File: config.mk
export PLATFORM = sky130hd
export DESIGN_NAME = positional_list_store
export DESIGN_NICKNAME = d
export VERILOG_FILES = /design/src/design/pls_pkg.sv /design/src/design/pls_cell.sv /design/src/design/pls_ctrl.sv /design/src/design/positional_list_store.sv
export SDC_FILE = /design/constraint.sdc
export NUM_CORES = 2
export LEC_CHECK = 0
export ABC_CLOCK_PERIOD_IN_PS = 6450
export BUFFER_PORTS_ARGS = -buffer_cell sky130_fd_sc_hd__buf_2
export CORE_ASPECT_RATIO = 1.2
export CORE_MARGIN = 5
export CORE_UTILIZATION = 59
export DETAILED_ROUTE_END_ITERATION = 6
export PLACE_DENSITY = 0.78
export SLEW_MARGIN = 20
export SYNTH_ARGS = -nofsm -noshare
export SYNTH_HDL_FRONTEND = slang
export SYNTH_HIERARCHICAL = 1
export SYNTH_SLANG_ARGS = --single-unit
File: constraint.sdc
create_clock -name clk -period 6.45 [get_ports clk]
set_input_delay 0.9675 -clock clk [delete_from_list [all_inputs] [get_ports clk]]
set_output_delay 0.9675 -clock clk [all_outputs]
set_load 0.05 [all_outputs]
File: src/design/pls_pkg.sv
// Shared types and constants for the positional list store.
// Used by pls_cell, pls_ctrl, positional_list_store and pls_checker; no dependencies.
package pls_pkg;

	localparam int CAPACITY = 32;
	localparam int VAL_W    = 32;
	localparam int POS_W    = 6;
	localparam int COUNT_W  = 6;
	localparam int CNT_W    = $clog2(CAPACITY + 1);
	localparam int IDX_W    = $clog2(CAPACITY);
	localparam int CMP_W    = ((CNT_W > POS_W) ? CNT_W : POS_W) + 1;
	localparam int REQ_W    = 3;
	localparam int STAT_W   = 2;
	localparam int IN_TDATA_W  = ((VAL_W + POS_W + 7) / 8) * 8;
	localparam int OUT_TDATA_W = ((VAL_W + COUNT_W + 7) / 8) * 8;

	typedef enum logic [REQ_W-1:0] {
		REQ_INS_FRONT = 3'd0,
		REQ_INS_BACK  = 3'd1,
		REQ_INS_AT    = 3'd2,
		REQ_DEL_FRONT = 3'd3,
		REQ_DEL_BACK  = 3'd4,
		REQ_DEL_AT    = 3'd5,
		REQ_DUMP      = 3'd6
	} req_t;

	typedef enum logic [STAT_W-1:0] {
		ST_OK      = 2'd0,
		ST_BAD_POS = 2'd1,
		ST_FULL    = 2'd2,
		ST_EMPTY   = 2'd3
	} status_t;

	typedef enum logic [1:0] {
		C_HOLD = 2'd0,
		C_INS  = 2'd1,
		C_DEL  = 2'd2,
		C_ROT  = 2'd3
	} cell_op_t;

	// Broadcast to every cell of the chain
	typedef struct packed {
		cell_op_t               op;
		logic [IDX_W-1:0]       pos;
		logic [IDX_W-1:0]       tail;
		logic [VAL_W-1:0]       value;
	} cell_ctl_t;

endpackage

File: src/design/pls_cell.sv
// One storage cell of the list chain: holds one element, takes a new value, a neighbor's or the front one's.
// Depends on pls_pkg.
module pls_cell (
	input  logic                          clk,
	input  pls_pkg::cell_ctl_t            ctl,
	input  logic [pls_pkg::IDX_W-1:0]     my_idx,
	input  logic [pls_pkg::VAL_W-1:0]     left_d,
	input  logic [pls_pkg::VAL_W-1:0]     right_d,
	input  logic [pls_pkg::VAL_W-1:0]     first_d,
	output logic [pls_pkg::VAL_W-1:0]     data_q
);

	logic [pls_pkg::VAL_W-1:0] data_d;

	always_comb begin
		data_d = data_q;
		unique case (ctl.op)
			pls_pkg::C_HOLD: data_d = data_q;
			pls_pkg::C_INS: begin
				if (my_idx == ctl.pos) data_d = ctl.value;
				else if (my_idx > ctl.pos) data_d = left_d;
			end
			pls_pkg::C_DEL: begin
				if (my_idx >= ctl.pos) data_d = right_d;
			end
			pls_pkg::C_ROT: begin
				// front element wraps to the tail, the rest move one toward the front
				if (my_idx == ctl.tail) data_d = first_d;
				else data_d = right_d;
			end
			default: data_d = data_q;
		endcase
	end

	always_ff @(posedge clk) begin
		data_q <= data_d;
	end

endmodule

File: src/design/pls_ctrl.sv
// Request decoder and sequencer: element count, dump walk, output register.
// Depends on pls_pkg; drives the cell chain of positional_list_store.
module pls_ctrl (
	input  logic                              clk,
	input  logic                              arst_n,
	input  logic                              in_valid,
	output logic                              in_ready,
	input  logic [pls_pkg::REQ_W-1:0]         in_req,
	input  logic [pls_pkg::VAL_W-1:0]         in_value,
	input  logic [pls_pkg::POS_W-1:0]         in_pos,
	input  logic [pls_pkg::VAL_W-1:0]         head_d,
	output pls_pkg::cell_ctl_t                ctl,
	output logic                              out_valid,
	input  logic                              out_ready,
	output logic [pls_pkg::STAT_W-1:0]        out_status,
	output logic [pls_pkg::VAL_W-1:0]         out_value,
	output logic [pls_pkg::COUNT_W-1:0]       out_count,
	output logic                              out_last
);

	typedef enum logic {S_IDLE, S_DUMP} state_t;

	state_t                         state_q;
	logic [pls_pkg::CNT_W-1:0]      count_q;
	logic [pls_pkg::CNT_W-1:0]      left_q;
	logic                           valid_q;
	pls_pkg::status_t               status_q;
	logic [pls_pkg::VAL_W-1:0]      value_q;
	logic                           last_q;

	logic                           out_free;
	logic                           take;
	logic                           emit;
	pls_pkg::status_t               status_c;
	logic [pls_pkg::CNT_W-1:0]      count_c;
	logic                           dump_start;
	logic                           full;
	logic                           empty;
	logic [pls_pkg::CMP_W-1:0]      pos_w;
	logic [pls_pkg::CMP_W-1:0]      cnt_w;

	assign out_free = !valid_q || out_ready;
	assign in_ready = (state_q == S_IDLE) && out_free;
	assign take     = in_valid && in_ready;
	assign emit     = (state_q == S_DUMP) && out_free;
	assign full     = (count_q == pls_pkg::CNT_W'(pls_pkg::CAPACITY));
	assign empty    = (count_q == '0);
	assign pos_w    = pls_pkg::CMP_W'(in_pos);
	assign cnt_w    = pls_pkg::CMP_W'(count_q);

	always_comb begin
		ctl.op     = pls_pkg::C_HOLD;
		ctl.pos    = pls_pkg::IDX_W'(in_pos - pls_pkg::POS_W'(1));
		ctl.tail   = pls_pkg::IDX_W'(count_q - pls_pkg::CNT_W'(1));
		ctl.value  = in_value;
		status_c   = pls_pkg::ST_OK;
		count_c    = count_q;
		dump_start = 1'b0;
		if (take) begin
			unique case (pls_pkg::req_t'(in_req))
				pls_pkg::REQ_INS_FRONT: begin
					if (full) status_c = pls_pkg::ST_FULL;
					else begin
						ctl.op  = pls_pkg::C_INS;
						ctl.pos = '0;
						count_c = count_q + pls_pkg::CNT_W'(1);
					end
				end
				pls_pkg::REQ_INS_BACK: begin
					if (full) status_c = pls_pkg::ST_FULL;
					else begin
						ctl.op  = pls_pkg::C_INS;
						ctl.pos = pls_pkg::IDX_W'(count_q);
						count_c = count_q + pls_pkg::CNT_W'(1);
					end
				end
				pls_pkg::REQ_INS_AT: begin
					if (pos_w == '0 || pos_w > cnt_w + pls_pkg::CMP_W'(1))
						status_c = pls_pkg::ST_BAD_POS;
					else if (full) status_c = pls_pkg::ST_FULL;
					else begin
						ctl.op  = pls_pkg::C_INS;
						count_c = count_q + pls_pkg::CNT_W'(1);
					end
				end
				pls_pkg::REQ_DEL_FRONT: begin
					if (empty) status_c = pls_pkg::ST_EMPTY;
					else begin
						ctl.op  = pls_pkg::C_DEL;
						ctl.pos = '0;
						count_c = count_q - pls_pkg::CNT_W'(1);
					end
				end
				pls_pkg::REQ_DEL_BACK: begin
					if (empty) status_c = pls_pkg::ST_EMPTY;
					else begin
						// nothing past the tail is read, so no cell needs to move
						count_c = count_q - pls_pkg::CNT_W'(1);
					end
				end
				pls_pkg::REQ_DEL_AT: begin
					if (pos_w == '0 || pos_w > cnt_w) status_c = pls_pkg::ST_BAD_POS;
					else begin
						ctl.op  = pls_pkg::C_DEL;
						count_c = count_q - pls_pkg::CNT_W'(1);
					end
				end
				pls_pkg::REQ_DUMP: begin
					if (empty) status_c = pls_pkg::ST_EMPTY;
					else dump_start = 1'b1;
				end
				default: status_c = pls_pkg::ST_OK;
			endcase
		end else if (emit) begin
			ctl.op = pls_pkg::C_ROT;
		end
	end

	always_ff @(posedge clk or negedge arst_n) begin
		if (!arst_n) begin
			state_q  <= S_IDLE;
			count_q  <= '0;
			left_q   <= '0;
			valid_q  <= 1'b0;
			status_q <= pls_pkg::ST_OK;
			value_q  <= '0;
			last_q   <= 1'b0;
		end else begin
			count_q <= count_c;
			unique case (state_q)
				S_IDLE: begin
					if (take && dump_start) begin
						state_q <= S_DUMP;
						left_q  <= count_q;
						if (out_ready) valid_q <= 1'b0;
					end else if (take) begin
						valid_q  <= 1'b1;
						status_q <= status_c;
						value_q  <= '0;
						last_q   <= 1'b1;
					end else if (out_ready) begin
						valid_q <= 1'b0;
					end
				end
				S_DUMP: begin
					if (emit) begin
						// head of the ring goes out while the chain rotates
						valid_q  <= 1'b1;
						status_q <= pls_pkg::ST_OK;
						value_q  <= head_d;
						last_q   <= (left_q == pls_pkg::CNT_W'(1));
						left_q   <= left_q - pls_pkg::CNT_W'(1);
						if (left_q == pls_pkg::CNT_W'(1)) state_q <= S_IDLE;
					end
				end
				default: state_q <= S_IDLE;
			endcase
		end
	end

	assign out_valid  = valid_q;
	assign out_status = status_q;
	assign out_value  = value_q;
	assign out_count  = pls_pkg::COUNT_W'(count_q);
	assign out_last   = last_q;

endmodule

File: src/design/positional_list_store.sv
// Top level of the positional list store: sequencer plus a chain of element cells.
// Depends on pls_pkg, pls_ctrl and pls_cell.

// Keeps an ordered list of up to CAPACITY signed 32-bit values in a chain of cells that
// shift in parallel. Every update (insert or delete at front, back or a 1-based position)
// returns one item with last set. A dump of n elements returns n items: the request is
// registered into the dump state, and each item is then registered from the front cell,
// one per cycle while the output is not stalled, as the chain rotates its front element
// to the tail, so the input stays closed until the last item is registered. An empty dump
// returns one item with status empty. A new request is taken only in a cycle where the
// output register is empty or its item is being taken, so a stalled result holds the input.
// Cells need no clearing after reset: only cells below the element count are ever read.
module positional_list_store (
	input  logic                                clk,
	input  logic                                arst_n,
	input  logic                                s_tvalid,
	output logic                                s_tready,
	input  logic [pls_pkg::IN_TDATA_W-1:0]      s_tdata,  // value[31:0], position[37:32]
	input  logic [pls_pkg::REQ_W-1:0]           s_tuser,  // req_type[2:0]
	output logic                                m_tvalid,
	input  logic                                m_tready,
	output logic [pls_pkg::OUT_TDATA_W-1:0]     m_tdata,  // elem_value[31:0], elem_count[37:32]
	output logic [pls_pkg::STAT_W-1:0]          m_tuser,  // status[1:0]
	output logic                                m_tlast
);

	localparam int N = pls_pkg::CAPACITY;

	pls_pkg::cell_ctl_t                 ctl;
	logic [pls_pkg::VAL_W-1:0]          cell_q [N];
	logic [pls_pkg::VAL_W-1:0]          out_value;
	logic [pls_pkg::COUNT_W-1:0]        out_count;

	pls_ctrl u_ctrl (
		.clk        (clk),
		.arst_n     (arst_n),
		.in_valid   (s_tvalid),
		.in_ready   (s_tready),
		.in_req     (s_tuser),
		.in_value   (s_tdata[pls_pkg::VAL_W-1:0]),
		.in_pos     (s_tdata[pls_pkg::VAL_W +: pls_pkg::POS_W]),
		.head_d     (cell_q[0]),
		.ctl        (ctl),
		.out_valid  (m_tvalid),
		.out_ready  (m_tready),
		.out_status (m_tuser),
		.out_value  (out_value),
		.out_count  (out_count),
		.out_last   (m_tlast)
	);

	for (genvar g = 0; g < N; g++) begin : g_cell
		logic [pls_pkg::VAL_W-1:0] left_d;
		logic [pls_pkg::VAL_W-1:0] right_d;
		if (g == 0) begin : g_first
			assign left_d = cell_q[g];
		end else begin : g_mid
			assign left_d = cell_q[g-1];
		end
		if (g == N - 1) begin : g_end
			assign right_d = cell_q[g];
		end else begin : g_inner
			assign right_d = cell_q[g+1];
		end
		pls_cell u_cell (
			.clk     (clk),
			.ctl     (ctl),
			.my_idx  (pls_pkg::IDX_W'(g)),
			.left_d  (left_d),
			.right_d (right_d),
			.first_d (cell_q[0]),
			.data_q  (cell_q[g])
		);
	end

	assign m_tdata = pls_pkg::OUT_TDATA_W'({out_count, out_value});

endmodule

==> impl_metrics.py <==
metrics = {
    "setup_path": {
        "required_ns": 6.91,
        "path_class": "flop to flop",
        "critPathMaxFanout": 34,
        "cp.arrival_ns": 6.16,
        "worstSetupEndpointType": "flop",
        "cp-start-kind": "flop",
    },
    "clock_tree": {
        "cts_root_buf": "clkbuf_16",
        "cts_max_level": 3,
        "hold_buffers": 0,
        "postCtsSetupRepairBufs": 0,
        "numCtsBuffers": 113,
        "cts_tree": "built",
        "clk_path_buf_depth": 3,
        "clkSinkCount": 1073,
        "cts.clk_slew.worst_paths_ns": 0.07,
        "cts-resized-gates": 0,
        "insertion_delay_ns": 0.77,
    },
    "grt": {
        "grt_max_degree": 174,
        "grt_pass1_vias": 68900,
        "antenna_found_initial": 6,
        "grt_overflow_total": 0,
        "grt_pass1_wl_um": 418000,
        "grt_usage": 0.390,
    },
    "routing": {
        "vias_per_cell": 7.52,
        "drt-met1-wl_um": 99300,
        "ant_nets": 0,
        "firstDrtPassIters": 7,
        "drtIter0Drc": 13200,
        "wl_per_cell_um": 28.1,
        "drc": 2,
        "wl_um": 278000,
        "vias": 74400,
        "wl_met3_um": 40300,
        "routed.top_layer": "met4",
        "route.met2.wl_um": 119000,
    },
    "place": {
        "port_buffers": 87,
        "place.gp.congestion": 0.938,
        "preCtsSetupSlack_ns": 0.723,
        "dp_hpwl_um": 177000,
    },
    "sta": {
        "fin_ws_ns": 0.759,
        "hold_viol_final": 0,
        "rsz0062_at_grt": "no",
        "max_slew.worst_pin.slew_ns": 1.28,
        "fmax_mhz": 176,
        "slew_viol_final": 0,
        "slew_headroom": 0.148,
        "period_minus_slack_ns": 5.69,
        "setup_viol": 0,
        "tns_ns": 0,
        "fin_skew_ns": 0.0252,
        "fin_crit_sh": 0.882,
    },
    "yosys": {
        "synth-async-reset-ratio": 0.0457,
        "synth_top_area_share": 0.405,
        "yosysMostFrequentCell": "nand3_1",
        "synth.area.top_cells": "edfxtp_1, a211oi_1, and3_1, a31oi_1, nand3_1",
        "ys.flop_type": "edfxtp_1",
        "yosysWarningCount": 6,
        "syn-cell-area_um2": 76000,
        "syn_inst": 8316,
        "yosysTopAreaCell": "edfxtp_1",
        "ys_types": 63,
        "yosysSeqAreaShare": 0.421,
        "syn-mean-instance-area_um2": 9.14,
        "ys_ff_latch": 1073,
        "synthTopCellsByCount": "nand3_1, a211oi_1, and3_1, a31oi_1, edfxtp_1",
        "synth_edf_count": 1024,
    },
    "status": {
        "status": "complete, but fails checks",
        "violations": "design-rule violations",
    },
    "die": {
        "core_um2": 128000,
        "die_x_um": 338,
        "dieArea_um2": 136000,
        "pin_count": 92,
        "rows": 144,
        "die_y_um": 403,
        "start_util": 0.593,
    },
    "final_layout": {
        "layout-drive-gt1-share": 0.0752,
        "num-nets-final": 8346,
        "syn2layout_area_growth_pct": 6.93,
    },
    "pwr": {
        "power_density_nw_per_um2": 531,
        "p_leak_nw": 29.1,
        "ir_drop_mv": 0.674,
    },
    "flow_run": {
        "max-cap-violations": 0,
    },
    "min_path": {
        "hold_path_class": "input pin to async pin",
    },
}
report_power, final:
group | total (mW) | switching, mW | internal, mW
clock network | 6.56 | 2.93 | 3.64
logic | 21.4 | 15.5 | 5.94
registers | 15.2 | 2.60 | 12.6
registers in the layout, summed over array words and instances (netlist names):
name and cells:
u_ctrl/left_q 6, u_ctrl/out_valid 1, g_cell.u_cell/data_q 1024, u_ctrl/out_value 32
u_ctrl/out_count 6, u_ctrl/out_status 2, u_ctrl/out_last 1, u_ctrl/state_q 1
cell families (layout without fill, tap and decap cells):
kind of cell             Yosys count  in the layout  share of synthesized area
AO/OA/AOI/OAI                   3249           3249                      0.270
AND/OR/NAND/NOR                 2396           2396                      0.182
buffers and inverters           1207            787                     0.0728
flip-flops                      1073           1073                      0.421
adder cells (fa/ha/maj)          210            210                     0.0335
XOR/XNOR                         176            176                     0.0203
multiplexers                       3              3                   0.000412
other                              2            328                  0.0000988
path summary, 6_finish.rpt:
check	slack, ns	cells after the start	from	endpoint
worst max-delay path	0.76	16	u_ctrl/out_count[1]	g_cell[15].u_cell/data_q[28]
max in group asynchronous	5.77	1	arst_n	u_ctrl/out_count[2]
worst min register to register	0.49	2	u_ctrl/out_status[1]	u_ctrl/out_status[1]
worst min-delay path	0.24	1	arst_n	u_ctrl/out_value[13]
worst max register to register	0.76	16	u_ctrl/out_count[1]	g_cell[15].u_cell/data_q[28]
min in group clk	0.49	2	u_ctrl/out_status[1]	u_ctrl/out_status[1]
final cells by class:
class / instances / area (um2)
fill: 10500 / 47000
multi-input combinational: 6356 / 40100
sequential: 1073 / 32000
clock buffer: 146 / 2970
timing repair buffer: 358 / 2670
tap: 1679 / 2100
inverter: 219 / 822
clock inverter: 64 / 598
antenna: 6 / 15.0
cell usage in the layout (no fill, tap or decap), types with 29 or more instances in the layout:
master,count
a22o_1,32
a31oi_1,1025
nand2b_1,36
and4_1,30
clkbuf_16,114
xor2_1,129
nand3_1,1039
ha_1,178
inv_1,216
xnor2_1,44
o21ai_0,53
a211oi_1,1035
clkbuf_1,32
edfxtp_1,1024
or4_4,32
nor2_1,32
buf_4,255
dfrtp_1,49
buf_2,86
o21ai_1,1004
conb_1,322
and3_1,1026
maj3_1,32
nand2_1,83
nor3_1,29
nor4_4,32
metrics by stage:
stage	util	total power, mW	instance area, um2	cells	hold WS, ns
detailed placement	0.605	35.4	77600	9682	0.475
floorplan	-	28.7	77200	8636	0.549
global placement	0.605	34.6	77600	9682	0.477
finish	0.634	43.1	81300	9901	0.238
global route	0.633	44.7	81300	9895	0.262
CTS	0.633	41.9	81200	9892	0.417
worst max-delay path, cell delays in order (launching register included):
cell and delay, ns:
dfrtp_1 0.50, inv_1 0.20, ha_1 0.17, nor4b_4 0.37, nand2_1 0.17, a31oi_1 0.19
nor3_1 0.06, buf_4 0.19, o21ai_4 0.44, buf_4 0.41, inv_1 0.09, ha_1 0.29
and4_1 0.95, nand2_1 0.11, buf_4 0.30, a211oi_1 0.86, a31oi_1 0.07
routing by layer:
layer  track usage  vias to the layer above
met5             0                        -
met4         0.224                        0
met3        0.0912                     1030
met2         0.579                     6279
met1         0.524                    34800
li1              -                    32300
(Power assumes the default switching activity.)
